--- src/design/srhc_ram.sv ---
// generic single-port-write, single-port-read ram with registered read data
// no dependencies
`default_nettype none

module srhc_ram #(
    parameter int WIDTH = 16,
    parameter int DEPTH = 16,
    localparam int ADDR_W = (DEPTH > 1) ? $clog2(DEPTH) : 1
) (
    input  wire logic              i_clk,
    input  wire logic              i_wr_en,
    input  wire logic [ADDR_W-1:0] i_wr_addr,
    input  wire logic [WIDTH-1:0]  i_wr_data,
    input  wire logic              i_rd_en,
    input  wire logic [ADDR_W-1:0] i_rd_addr,
    output logic      [WIDTH-1:0]  o_rd_data
);

    logic [WIDTH-1:0] r_mem [DEPTH];

    always_ff @(posedge i_clk) begin
        if (i_wr_en) begin
            r_mem[i_wr_addr] <= i_wr_data;
        end
        if (i_rd_en) begin
            o_rd_data <= r_mem[i_rd_addr];
        end
    end

endmodule

`default_nettype wire

--- config.mk ---
export PLATFORM = sky130hd
export DESIGN_NAME = srhc_ram
export DESIGN_NICKNAME = d
export VERILOG_FILES = /design/src/design/srhc_ram.sv
export SDC_FILE = /design/constraint.sdc
export NUM_CORES = 1
export LEC_CHECK = 0
export ABC_CLOCK_PERIOD_IN_PS = 5200
export BUFFER_PORTS_ARGS = -buffer_cell sky130_fd_sc_hd__buf_2
export CAP_MARGIN = 0
export CORE_MARGIN = 10
export CORE_UTILIZATION = 50
export CTS_CLUSTER_DIAMETER = 150
export DETAILED_ROUTE_END_ITERATION = 6
export HOLD_SLACK_MARGIN = 0.05
export PLACE_DENSITY = 0.73
export SYNTH_ARGS = -nofsm -noshare
export SYNTH_HDL_FRONTEND = slang
export SYNTH_SLANG_ARGS = --single-unit
--- constraint.sdc ---
create_clock -name i_clk -period 5.2 [get_ports i_clk]
set_input_delay 0.26 -clock i_clk [delete_from_list [all_inputs] [get_ports i_clk]]
set_output_delay 0.26 -clock i_clk [all_outputs]
set_load 0.02 [all_outputs]
==> results of run 1 <==
synth_stat cells:
cell / number
a22oi_1: 32
and2_1: 1
buf_1: 3
buf_2: 3
buf_4: 3
buf_6: 4
clkbuf_1: 8
edfxtp_1: 272
mux4_1: 10
mux4_2: 54
nand2_1: 17
nand2b_1: 2
nand3_1: 1
nand3b_1: 2
nor2_1: 13
nor2b_1: 2
nor3_1: 4
or3b_2: 1
registers in the layout (all words and copies together), names as in the netlist:
name / cells
r_mem: 256
o_rd_data: 16
power by group through the flow:
stage	Combinational (mW)	Clock, mW	Sequential [mW]
3_5_place_dp	0.221	0	2.53
5_1_grt	0.237	1.86	2.49
3_3_place_gp	0.214	0	2.53
2_1_floorplan	0.120	0	2.54
4_1_cts	0.222	1.76	2.48
6_report	0.217	1.74	2.48
worst paths after layout:
check,startpoint,to,cells past startpoint
worst max-delay path,i_rd_addr[0],o_rd_data[9],5
worst min-delay path,i_wr_data[11],r_mem[14][11],1
worst max register to register,r_mem[9][11],o_rd_data[11],3
worst min register to register,r_mem[14][7],o_rd_data[7],3
cell type report:
type | instances | area (sq um) | share of cell area
repair buffers | 60 | 347.8 | 0.02999
flip-flops and latches | 272 | 8168 | 0.7042
clock buffers | 34 | 701.9 | 0.06052
multi-input cells | 139 | 1962 | 0.1691
well taps | 270 | 337.8 | 0.02913
clock inverters | 13 | 81.33 | 0.007012
cell families after synthesis:
family | after synthesis | synth area share
AOI/OAI and AO/OA | 32 | 0.02354
buffers and inverters | 21 | 0.01214
muxes | 64 | 0.1449
DFF | 272 | 0.8005
and+or+nand+nor | 43 | 0.01888
layer usage:
layer / vias up / share of wire / GRT usage
li1: 1989 / - / -
met3: 35 / 0.070 / 0.03185
met2: 178 / 0.49 / 0.2436
met5: - / 0.00054 / 0
met4: 2 / 0.018 / 0.03279
met1: 2539 / 0.42 / 0.2181
stage by stage:
stage | worst slack [ns] | utilization | hold WS, ns | cells
5_1_grt | 2.923 | 0.5751 | 0.1068 | 788
3_3_place_gp | 2.601 | 0.5362 | 0.6119 | 741
6_report | 3.136 | 0.5751 | 0.1054 | 788
2_1_floorplan | 2.885 | - | 0.3589 | 432
3_5_place_dp | 2.540 | 0.5362 | 0.6425 | 741
4_1_cts | 3.078 | 0.5751 | 0.09803 | 788
==> out/metrics.yaml, run 1 <==
netlist_area_sq_um: 10200
htreeDepth: 1
final.period_utilization: 0.3969
grt_pass1_vias: 4924
cts_setup_buffers: 0
critPathKind: "in -> reg"
drive_gt1_frac: 0.3166
nets: 527
drtPass1Iterations: 5
cts_buffers: 27
finalHoldViolCount: 0
min_period_ns: 2.064
mostFrequentLayoutCells: "272 x edfxtp_1, 54 x mux4_2, 41 x buf_2"
peakVddDrop_uv: 282.4
final.setup.tns_ns: 0
cts_num_sinks: 272
syn_inst: 432
setup_viol: 0
fin_area_sq_um: 11600
power_per_cell_area_nw_per_um2: 382.8
slowest_delay_ns: 0.71
grt_max_degree: 50
clkTransAtPathRegs_ns: 0.06
slew_headroom: 0.09469
switching_share: 0.2003
cts_hold_buffers: 0
initial_core_util: 0.5059
drtIter0Drc: 378
antenna_found_initial: 1
syn2layout_area_growth_pct: 13.67
p_sw_mw: 0.8892
netlist_top_cells_area: "edfxtp_1 80%, mux4_2 12%, mux4_1 2.6%, a22oi_1 2.4%, nand2_1 0.63%"
nFillCells: 1473
total_power_mw: 4.439
slowest_stage: "buf_4"
grt_pass1_wl_um: 30810
via_count: 4743
status: "finished, final reports clean"
worst-path-buf-inv: 2
fp-row-count: 52
fin_skew_ns: 0.008840
p_seq_frac: 0.559
clockBufferDepth: 3
vias_per_cell: 6.019
crit_family: "buffers and inverters"
chipHeight_um: 162.9
combPwrFrac: 0.049
worstSetupEndpointType: "flop"
rsz0062_at_grt: "false"
drt-total-wl_um: 20390
die_width_um: 162.9
synth_top_area_share: 0.8005
num_antenna_cells: 0
portBuffers: 42
cts_resized: 0
arrival_ns: 2.33
maxCapViolCount: 0
avgSynthCellArea_sq_um: 23.62
ys_seq_elements: 272
yosysSeqAreaShare: 0.8005
clk_latency_ns: 0.52
leakage_nw: 3.742
hold_class: "in -> reg"
drc_errors: 0
p_int_mw: 3.550
p_clk_frac: 0.392
tightestPinTransition_ns: 1.357
wl_per_cell_um: 25.88
cts_tree: "yes"
track_usage: 0.1540
hpwl_um: 10660
regToRegSetupSlack_ns: 3.76
gp_congestion: 0.7225
core_area_sq_um: 20170
yosys_warnings: 0
placed_cell_area_sq_um: 10820
final_common_cell: "edfxtp_1"
cts-root-buf: "clkbuf_16"
crit_path_start_kind: "primary input"
synth_nets: 459
fmax_mhz: 484.5
io_pins: 43
overflow: 0
die_area_sq_um: 26520
crit_chain: "buf_4 > buf_4 > mux4_1 > a22oi_1 > nand2_1"
cp_max_fo: 49
synth_cell_types: 18
slew_viol_final: 0
postRouteAntennaNets: 0
cp.required_ns: 5.46
cp_common_cell: "buf_4"
synth_area_leader_cell: "edfxtp_1"
No activity file was read; power rests on OpenSTA's default activity.
==> inputs of run 2 (changes only) <==
- ABC_AREA: unset -> 1
- ABC_CLOCK_PERIOD_IN_PS: 5200 -> 2100
- clock period: 5.2 -> 2.1 ns (I/O delays scaled with it)
==> run 2 against run 1 <==
Effect of this change:
- combinational power grew to 3.5 times the previous value
- synthesized area is 13% higher
- clock-buffer cell count stayed put
- critical path type is now reg -> out
- largest power group unchanged
- highest routed layer unchanged
==> out/metrics.yaml, run 2 <==
crit_path_start_kind: "flop"
rsz0062_at_grt: "false"
clkTransAtPathRegs_ns: 0.06  # about the same
synth-edff-count: 272  # unchanged
drtIter0Drc: 753  # +99%
yosysMostFrequentCell: "nand2_1"
crit_chain: "buf_2"
slew_viol_final: 0  # unchanged
portBuffers: 42  # unchanged
drtPass1Iterations: 5  # unchanged
track_usage: 0.1786  # +0.02470
ys_seq_elements: 272  # unchanged
htreeDepth: 1  # unchanged
netlist_top_cells_area: "edfxtp_1 71%, nand2_1 11%, nand3_1 8.4%, inv_1 6.4%, buf_4 1.2%"
highest_layer: "met5"
leakage_nw: 5.641  # +51%
fp-row-count: 55  # +5.8%
cts_num_sinks: 272  # unchanged
placed_cell_area_sq_um: 12250  # +13%
top_register: "r_mem"
m1WireLength_um: 10660  # +24%
final.period_utilization: 0.6158
final_common_cell: "nand2_1"
worstHoldPathCells: 1  # unchanged
final_core_util: 0.5811  # +0.006040
fmax_mhz: 773.3
total_power_mw: 11.23  # +150%
route.met3.wl_um: 2429  # +70%
core_area_sq_um: 22710  # +13%
cts-root-buf: "clkbuf_16"
ys_top_cells_by_count: "341 x nand2_1, 272 x edfxtp_1, 196 x inv_1"
grt_pass1_vias: 7252  # +47%
finalHoldViolCount: 0  # unchanged
yosys_warnings: 0  # unchanged
vias_per_cell: 5.158  # -14%
antenna_found_initial: 4  # +3
min_period_ns: 1.293
clk_latency_ns: 0.53  # about the same
cts_setup_buffers: 0  # unchanged
slew_headroom: 0.5871  # +0.4924
chipHeight_um: 171.9  # +5.6%
status: "finished, final reports clean"
maxCapViolCount: 0  # unchanged
cts_buffers: 27  # unchanged
mostFrequentLayoutCells: "341 x nand2_1, 272 x edfxtp_1, 196 x inv_1"
synth_top_area_share: 0.7077  # -0.09277
die_width_um: 171.9  # +5.6%
setup_viol: 0  # unchanged
arrival_ns: 1.19  # -1.14 ns
avgSynthCellArea_sq_um: 10.75  # -55%
nets: 1177  # +120%
top_regs: "r_mem: 256 flops, o_rd_data: 16 flops"
overflow: 0  # unchanged
clockBufferDepth: 3  # unchanged
postRouteAntennaNets: 0  # unchanged
cts_hold_buffers: 16  # +16
hpwl_um: 15280  # +43%
worstSetupEndpointType: "primary output"
tightestPinTransition_ns: 0.6193  # -0.7372 ns
fin_area_sq_um: 13200  # +14%
hold_class: "in -> reg"
drc_errors: 0  # unchanged
syn2layout_area_growth_pct: 14.34
met2_wirelength_um: 12700  # +27%
whs_ns: 0.1279  # +0.02252 ns
drt-total-wl_um: 26410  # +29%
cp.required_ns: 2.00  # -3.46 ns
initial_core_util: 0.5082  # +0.002316
syn_inst: 1074  # +150%
worst-path-buf-inv: 1  # -1
path_depth: 1  # -4
largest_reg_flops: 256  # unchanged
via_count: 7505  # +58%
synth_cell_types: 12  # -6
critPathKind: "reg -> out"
final.setup.tns_ns: 0  # unchanged
io_pins: 43  # unchanged
peakVddDrop_uv: 516.6  # +83%
synthFlopType: "edfxtp_1"
crit_family: "flip-flops"
slowest_stage: "edfxtp_1"
grt_pass1_wl_um: 40460  # +31%
fin_skew_ns: 0.008230  # -0.0006106 ns
gp_congestion: 0.7880  # +9.1%
netlist_area_sq_um: 11540  # +13%
synth_nets: 1101  # +140%
cts_tree: "yes"
grt_max_degree: 129  # +160%
die_area_sq_um: 29560  # +11%
slowest_delay_ns: 0.46  # -0.25 ns
yosysSeqAreaShare: 0.7077  # -0.09277
synth_area_leader_cell: "edfxtp_1"
power_per_cell_area_nw_per_um2: 851.1  # +120%
drive_gt1_frac: 0.1140  # -0.2026
synth-async-reset-ratio: 0  # unchanged
rr_worst_depth: 6  # +3
cp_max_fo: 1  # -98%
wl_per_cell_um: 18.15  # -30%
cts_resized: 0  # unchanged
-- run 2: cell types whose count changed in the layout (fill, tap and decap cells not counted), moves of 14 or more --
cell           delta
a22oi_1          -32
nand2_1         +324
nand3_1         +192
mux4_2           -54
dlygate4sd3_1    +16
buf_4            +14
inv_1           +196
-- run 2: kinds of logic after synthesis --
| family | after synthesis | share of synthesized area |
|---|---|---|
| buffers and inverters | 249 | 0.09085 |
| flip-flops | 272 | 0.7077 |
| AND/OR/NAND/NOR | 553 | 0.2014 |
-- run 2: metal layers --
metal,vias to the layer above,global-route usage
li1,3628,-
met1,3553,0.2332
met2,269,0.2885
met3,53,0.04264
met4,2,0.05847
met5,-,0
-- run 2: path summary, 6_finish.rpt --
path	startpoint	slack, ns	endpoint
worst max-delay path	o_rd_data[8]	0.81	o_rd_data[8]
worst max register to register	r_mem[0][10]	0.95	o_rd_data[10]
worst min register to register	r_mem[2][1]	0.74	o_rd_data[1]
worst min-delay path	i_rd_en	0.13	o_rd_data[1]
-- run 2: final cells by class --
| type | count | area, sq um |
|---|---|---|
| antenna | 3 | 7.507 |
| clock buffer | 34 | 701.9 |
| clock inverter | 12 | 80.08 |
| fill | 1814 | 9513 |
| inverter | 198 | 744.5 |
| multi-input combinational | 553 | 2365 |
| sequential | 272 | 8168 |
| tap | 285 | 356.6 |
| timing repair buffer | 98 | 773.2 |
-- run 2: stage by stage --
stage                     cells  setup slack [ns]
after global placement     1390            0.5631
after CTS                  1452            0.7978
final                      1455            0.8068
after floorplan            1074            0.6954
after global routing       1454            0.7521
after detailed placement   1390            0.5208
-- run 2: power breakdown --
| part | switching (mW) | internal [mW] | total [mW] |
|---|---|---|---|
| combinational | 0.534 | 0.236 | 0.770 |
| sequential | 0.0345 | 6.12 | 6.15 |
| clock | 1.85 | 2.46 | 4.31 |
