$ cat config.mk
export PLATFORM = sky130hd
export DESIGN_NAME = srhc_rule_match
export DESIGN_NICKNAME = d
export VERILOG_FILES = /design/src/design/srhc_pkg.sv /design/src/design/srhc_rule_match.sv
export SDC_FILE = /design/constraint.sdc
export NUM_CORES = 2
export LEC_CHECK = 0
export ABC_AREA = 1
export BUFFER_PORTS_ARGS = -buffer_cell sky130_fd_sc_hd__buf_2
export CORE_AREA = 2 2 451 453
export DETAILED_ROUTE_END_ITERATION = 7
export DIE_AREA = 0 0 453 455
export GPL_TIMING_DRIVEN = 0
export PLACE_DENSITY_LB_ADDON = 0.15
export SLEW_MARGIN = 10
export SYNTH_ARGS = -nofsm -noshare
export SYNTH_HDL_FRONTEND = slang
export SYNTH_SLANG_ARGS = --single-unit
$ cat constraint.sdc
create_clock -name vclk -period 5.5
set_input_delay 0.55 -clock vclk [all_inputs]
set_output_delay 0.55 -clock vclk [all_outputs]
set_load 0.01 [all_outputs]
$ cat src/design/srhc_pkg.sv
// shared types, codes and constants of the signature rule header classifier
// no dependencies; used by srhc_rule_match, the top level and the testbench
`default_nettype none

package srhc_pkg;

    // defaults for the top-level parameters
    localparam int RULE_COUNT_DEF = 16;
    localparam int SLOTS_DEF      = 4;

    // four lists per rule: src addr, dst addr, src port, dst port
    localparam int LIST_COUNT = 4;
    localparam logic [1:0] LIST_SRC_ADDR = 2'd0;
    localparam logic [1:0] LIST_DST_ADDR = 2'd1;
    localparam logic [1:0] LIST_SRC_PORT = 2'd2;
    localparam logic [1:0] LIST_DST_PORT = 2'd3;

    // transaction modes
    localparam logic [1:0] MODE_HEADER   = 2'd0;
    localparam logic [1:0] MODE_SLOT     = 2'd1;
    localparam logic [1:0] MODE_CLASSIFY = 2'd2;

    // rule protocol codes
    localparam logic [2:0] PROTO_ANY  = 3'd0;
    localparam logic [2:0] PROTO_IP   = 3'd1;
    localparam logic [2:0] PROTO_TCP  = 3'd2;
    localparam logic [2:0] PROTO_UDP  = 3'd3;
    localparam logic [2:0] PROTO_ICMP = 3'd4;
    localparam logic [2:0] PROTO_DNS  = 3'd5;
    localparam logic [2:0] PROTO_HTTP = 3'd6;

    localparam logic [15:0] PORT_HTTP     = 16'd80;
    localparam logic [15:0] PORT_HTTPS    = 16'd443;
    localparam logic [7:0]  IP_PROTO_ICMP = 8'd1;

    // packet kind bits
    localparam int KIND_IPV4 = 0;
    localparam int KIND_TCP  = 1;
    localparam int KIND_UDP  = 2;
    localparam int KIND_DNS  = 3;

    // stored rule header layout
    localparam int HDR_W         = 16;
    localparam int HDR_VALID     = 0;
    localparam int HDR_BIDIR     = 1;
    localparam int HDR_ANY_LSB   = 2;
    localparam int HDR_NEG_LSB   = 6;
    localparam int HDR_ACT_LSB   = 10;
    localparam int HDR_PROTO_LSB = 13;
    localparam int FLAGS_W       = 13;

    // one range slot inside a rule row: low, high, enable
    localparam int ENTRY_W    = 65;
    localparam int ENT_LO_LSB = 0;
    localparam int ENT_HI_LSB = 32;
    localparam int ENT_EN_BIT = 64;

    typedef struct packed {
        logic [1:0]  mode;
        logic [3:0]  rule_index;
        logic [1:0]  list_select;
        logic [1:0]  slot;
        logic [31:0] value_a;
        logic [31:0] value_b;
        logic [15:0] src_port;
        logic [15:0] dst_port;
        logic [2:0]  rule_protocol;
        logic [12:0] rule_flags;
        logic [3:0]  packet_kind;
        logic [7:0]  ip_protocol;
    } t_in_item;

    typedef struct packed {
        logic       matched;
        logic [3:0] match_index;
        logic [2:0] match_action;
        logic       last;
    } t_out_item;

    // packet as seen by the matcher, ports already cleared when not tcp/udp
    typedef struct packed {
        logic [31:0] src_addr;
        logic [31:0] dst_addr;
        logic [15:0] src_port;
        logic [15:0] dst_port;
        logic [3:0]  kind;
        logic [7:0]  ip_protocol;
    } t_packet;

    typedef enum logic [1:0] {
        ST_IDLE,
        ST_WRITE,
        ST_SCAN,
        ST_FLUSH
    } t_state;

endpackage

`default_nettype wire

$ cat src/design/srhc_rule_match.sv
// match of one rule row against a packet: protocol test, range lists, bidir
// depends on srhc_pkg
`default_nettype none

module srhc_rule_match
    import srhc_pkg::*;
#(
    parameter int SLOTS_PER_LIST = SLOTS_DEF,
    localparam int ROW_W = HDR_W + LIST_COUNT * SLOTS_PER_LIST * ENTRY_W
) (
    input  wire logic [ROW_W-1:0] i_row,
    input  wire logic             i_row_valid,
    input  wire t_packet          i_pkt,
    output logic                  o_match
);

    logic [HDR_W-1:0]      w_hdr;
    logic [31:0]           w_val_f [LIST_COUNT];
    logic [31:0]           w_val_r [LIST_COUNT];
    logic [LIST_COUNT-1:0] w_hit_f;
    logic [LIST_COUNT-1:0] w_hit_r;
    logic [LIST_COUNT-1:0] w_ok_f;
    logic [LIST_COUNT-1:0] w_ok_r;
    logic                  w_proto_ok;
    logic                  w_http_port;

    assign w_hdr = i_row_valid ? i_row[HDR_W-1:0] : '0;

    always_comb begin
        w_val_f[LIST_SRC_ADDR] = i_pkt.src_addr;
        w_val_f[LIST_DST_ADDR] = i_pkt.dst_addr;
        w_val_f[LIST_SRC_PORT] = {16'd0, i_pkt.src_port};
        w_val_f[LIST_DST_PORT] = {16'd0, i_pkt.dst_port};
        w_val_r[LIST_SRC_ADDR] = i_pkt.dst_addr;
        w_val_r[LIST_DST_ADDR] = i_pkt.src_addr;
        w_val_r[LIST_SRC_PORT] = {16'd0, i_pkt.dst_port};
        w_val_r[LIST_DST_PORT] = {16'd0, i_pkt.src_port};
    end

    // every slot of every list compared in parallel, both directions
    always_comb begin
        for (int l = 0; l < LIST_COUNT; l++) begin
            w_hit_f[l] = w_hdr[HDR_ANY_LSB + l];
            w_hit_r[l] = w_hdr[HDR_ANY_LSB + l];
            for (int s = 0; s < SLOTS_PER_LIST; s++) begin
                if (i_row[HDR_W + (l * SLOTS_PER_LIST + s) * ENTRY_W + ENT_EN_BIT]
                    && w_val_f[l] >= i_row[HDR_W + (l * SLOTS_PER_LIST + s) * ENTRY_W
                                           + ENT_LO_LSB +: 32]
                    && w_val_f[l] <= i_row[HDR_W + (l * SLOTS_PER_LIST + s) * ENTRY_W
                                           + ENT_HI_LSB +: 32]) begin
                    w_hit_f[l] = 1'b1;
                end
                if (i_row[HDR_W + (l * SLOTS_PER_LIST + s) * ENTRY_W + ENT_EN_BIT]
                    && w_val_r[l] >= i_row[HDR_W + (l * SLOTS_PER_LIST + s) * ENTRY_W
                                           + ENT_LO_LSB +: 32]
                    && w_val_r[l] <= i_row[HDR_W + (l * SLOTS_PER_LIST + s) * ENTRY_W
                                           + ENT_HI_LSB +: 32]) begin
                    w_hit_r[l] = 1'b1;
                end
            end
            w_ok_f[l] = w_hit_f[l] ^ w_hdr[HDR_NEG_LSB + l];
            w_ok_r[l] = w_hit_r[l] ^ w_hdr[HDR_NEG_LSB + l];
        end
    end

    assign w_http_port = (i_pkt.dst_port == PORT_HTTP) || (i_pkt.dst_port == PORT_HTTPS)
                      || (i_pkt.src_port == PORT_HTTP) || (i_pkt.src_port == PORT_HTTPS);

    always_comb begin
        case (w_hdr[HDR_PROTO_LSB +: 3])
            PROTO_ANY:  w_proto_ok = 1'b1;
            PROTO_IP:   w_proto_ok = i_pkt.kind[KIND_IPV4];
            PROTO_TCP:  w_proto_ok = i_pkt.kind[KIND_IPV4] & i_pkt.kind[KIND_TCP];
            PROTO_UDP:  w_proto_ok = i_pkt.kind[KIND_IPV4] & i_pkt.kind[KIND_UDP];
            PROTO_ICMP: w_proto_ok = i_pkt.kind[KIND_IPV4]
                                   & (i_pkt.ip_protocol == IP_PROTO_ICMP);
            PROTO_DNS:  w_proto_ok = i_pkt.kind[KIND_IPV4] & i_pkt.kind[KIND_DNS];
            PROTO_HTTP: w_proto_ok = i_pkt.kind[KIND_IPV4] & i_pkt.kind[KIND_TCP]
                                   & w_http_port;
            default:    w_proto_ok = 1'b0;
        endcase
    end

    assign o_match = w_hdr[HDR_VALID] & w_proto_ok & i_pkt.kind[KIND_IPV4]
                   & ((&w_ok_f) | (w_hdr[HDR_BIDIR] & (&w_ok_r)));

endmodule

`default_nettype wire

==> results.sh <==
export IMPL_rsz0062_at_grt="false"
export IMPL_critPathMaxFanout=16
export IMPL_grt_pass1_vias=42800
export IMPL_finalHoldViolations=0
export IMPL_synthesis_yosys_warnings=0
export IMPL_design_die_area_um2=206000
export IMPL_critPathKind="input pin to primary output"
export IMPL_timing_max_transition_violations_final=0
export IMPL_setup_repair_bufs_after_cts=0
export IMPL_worst_slack_ps=601
export IMPL_net_switching_power_uw=2330
export IMPL_nets=9858
export IMPL_holdPathStages=7
export IMPL_drv_max_cap_violation_count=0
export IMPL_hp_start="i_row[9]"
export IMPL_power_switching_share=0.627
export IMPL_placementRows=165
export IMPL_finalCritPeriodShare=0.891
export IMPL_mapped_cell_area_um2=38800
export IMPL_synth_sequential_area_ratio=0
export IMPL_gate_count_after_technology_mapping=5991
export IMPL_internal_power_uw=1380
export IMPL_combPwrFrac=1.000
export IMPL_core_area_um2=201000
export IMPL_avgViaCountPerCell=4.53
export IMPL_synth_compound_gate_area_share=0.148
export IMPL_area_delta_synth_final_pct=24.2
export IMPL_grt_pass1_wl_um=311000
export IMPL_share_of_cells_above_drive_strength_1=0.172
export IMPL_timing_critical_path_to_type="primary output"
export IMPL_dieWidth_um=453
export IMPL_drc=0
export IMPL_synth_simple_gate_area_frac=0.248
export IMPL_hold_end="o_match"
export IMPL_max_slew_worst_pin_slew_ps=1250
export IMPL_cp_startpoint="i_pkt[106]"
export IMPL_final_fill_count=23100
export IMPL_multiInputGateArea_um2=34600
export IMPL_global_route_usage_total=0.213
export IMPL_setup_worst_path_start_class="input pin"
export IMPL_firstDrtPassIters=5
export IMPL_power_density_nw_per_um2=77.0
export IMPL_detail_route_wl_per_cell_um=23.4
export IMPL_gp_routability_congestion=0.893
export IMPL_netlist_cell_type_count=40
export IMPL_status="finished clean"
export IMPL_accumulated_negative_setup_slack_ps=0
export IMPL_area_leader_netlist="ha_1"
export IMPL_ioPinCount=1166
export IMPL_postRouteAntennaNets=0
export IMPL_commonest_non_fill_non_tap_cells_in_the_layout="ha_1, nand2_1, buf_2"
export IMPL_grt_remaining_overflow=0
export IMPL_synth_largest_type_area_fraction=0.495
export IMPL_crit_required_ps=4950
export IMPL_seq_cell_count=0
export IMPL_synth_mux_area_fraction=0
export IMPL_worstHoldPathType="input pin to primary output"
export IMPL_place_detailed_hpwl_um=196000
export IMPL_timing_fmax_ghz=0.204
export IMPL_synth_area_top_cells="ha_1, nand2_1, inv_1"
export IMPL_critical_path_arrival_ps=4350
export IMPL_cellLeakagePower_uw=0.0287
export IMPL_fin_crit_ps=4900
export IMPL_count_of_routing_violations_after_the_opening_detailed_route_iteration=2608
export IMPL_regArea_um2=0
export IMPL_synth_top_family_by_area="adder cells"
export IMPL_vdd_ir_drop_worst_v=0.0000725
export IMPL_dr_total_vias=44900
export IMPL_initial_utilization=0.193
export IMPL_grt_max_degree=19
export IMPL_max_slew_margin_rel=0.162
export IMPL_io_buffers=1163
export IMPL_seq_power_share=0
export IMPL_grt_antenna_before_repair=173
export IMPL_post_place_ws_ps=439
export IMPL_post_cts_resized=0
export IMPL_hold_buffers=0
export IMPL_synth_xor_area_frac=0
export IMPL_layout_commonest_cell="ha_1"
export IMPL_clock_buffer_count_in_the_final_layout=0
export IMPL_finalSetupViolations=0
export IMPL_syn_nets=8692
export IMPL_pwr_share_clk=0
export IMPL_postSynthAreaPerCell_um2=6.48
export IMPL_yosys_area_share_adder=0.495
export IMPL_wirelength_um=232000
export IMPL_floorplan_die_height_um=455
-- cell usage after synthesis (4+ instances only) --
library cell and count:
nor3b_1 8, o21bai_1 30, nor3_2 11, nand2_1 1358, nor3_1 103, a21boi_1 8
clkinv_1 9, or2_1 5, o21ai_1 39, nor2_1 451, o21a_1 70, nand3_1 107
nand3_2 4, a211oi_1 34, ha_1 1536, a21o_1 9, inv_2 15, nor4_1 52
nand3b_1 14, nand2_2 7, nand4_1 122, nor4_2 14, and3_1 5, o21ai_0 149
o211ai_1 15, a21oi_1 692, inv_1 1095, nor2_2 6
-- metrics by stage --
step,hold WS (ps),util,instances,total power [uW],instance area [um2]
2_1_floorplan,1240,-,5991,2070,38800
3_3_place_gp,1800,0.238,9826,3620,48000
3_5_place_dp,1810,0.238,9827,3700,48000
4_1_cts,1810,0.238,9827,3720,48000
5_1_grt,1830,0.239,9889,4240,48200
6_report,1770,0.239,9907,3710,48200
-- power by group through the flow --
stage               logic, uW  registers [uW]  clock network, uW
detailed placement       3700               0                  0
floorplan                2070               0                  0
CTS                      3720               0                  0
finish                   3710               0            0.00194
global placement         3620               0                  0
global route             4240               0            0.00152
-- how the worst max path moves through the flow --
stage / end / slack (ps) / depth (start not counted)
after floorplan: o_match / 2640 / 21
after global placement: o_match / 130 / 19
after detailed placement: o_match / 440 / 20
after CTS: o_match / 440 / 20
after global routing: o_match / 310 / 19
final: o_match / 600 / 17
-- cell type report --
class,count,share of cell area
well taps,2672,0.0694
plain buffers,1,0.000234
diodes,80,0.00415
inverters,1119,0.0871
multi-input cells,4871,0.718
repair buffers,1164,0.121
-- layer usage --
layer / GRT usage / part of all wire / vias up
li1: - / - / 22700
met1: 0.276 / 0.45 / 20400
met2: 0.359 / 0.46 / 1441
met3: 0.0213 / 0.046 / 401
met4: 0.0833 / 0.041 / 22
met5: 0 / 0.00070 / -
-- cells by family after synthesis --
kind of cell / after synthesis
AND/OR/NAND/NOR: 2277
adder cells (fa/ha/maj): 1536
buffers and inverters: 1120
AO/OA/AOI/OAI: 1058
-- worst max-delay path, cell delays in order --
cell	delay, ps
buf_2	530
ha_1	220
nand2_1	70
nor2_1	180
nand2_1	170
nor4_2	440
nand3_1	160
nand3_1	250
nand2_1	80
nor2_1	160
nor2_1	70
nand4_1	80
nand2_1	220
nor2_1	390
nand2_1	120
a21oi_2	370
buf_2	250
No activity file was read; power rests on OpenSTA's default activity.
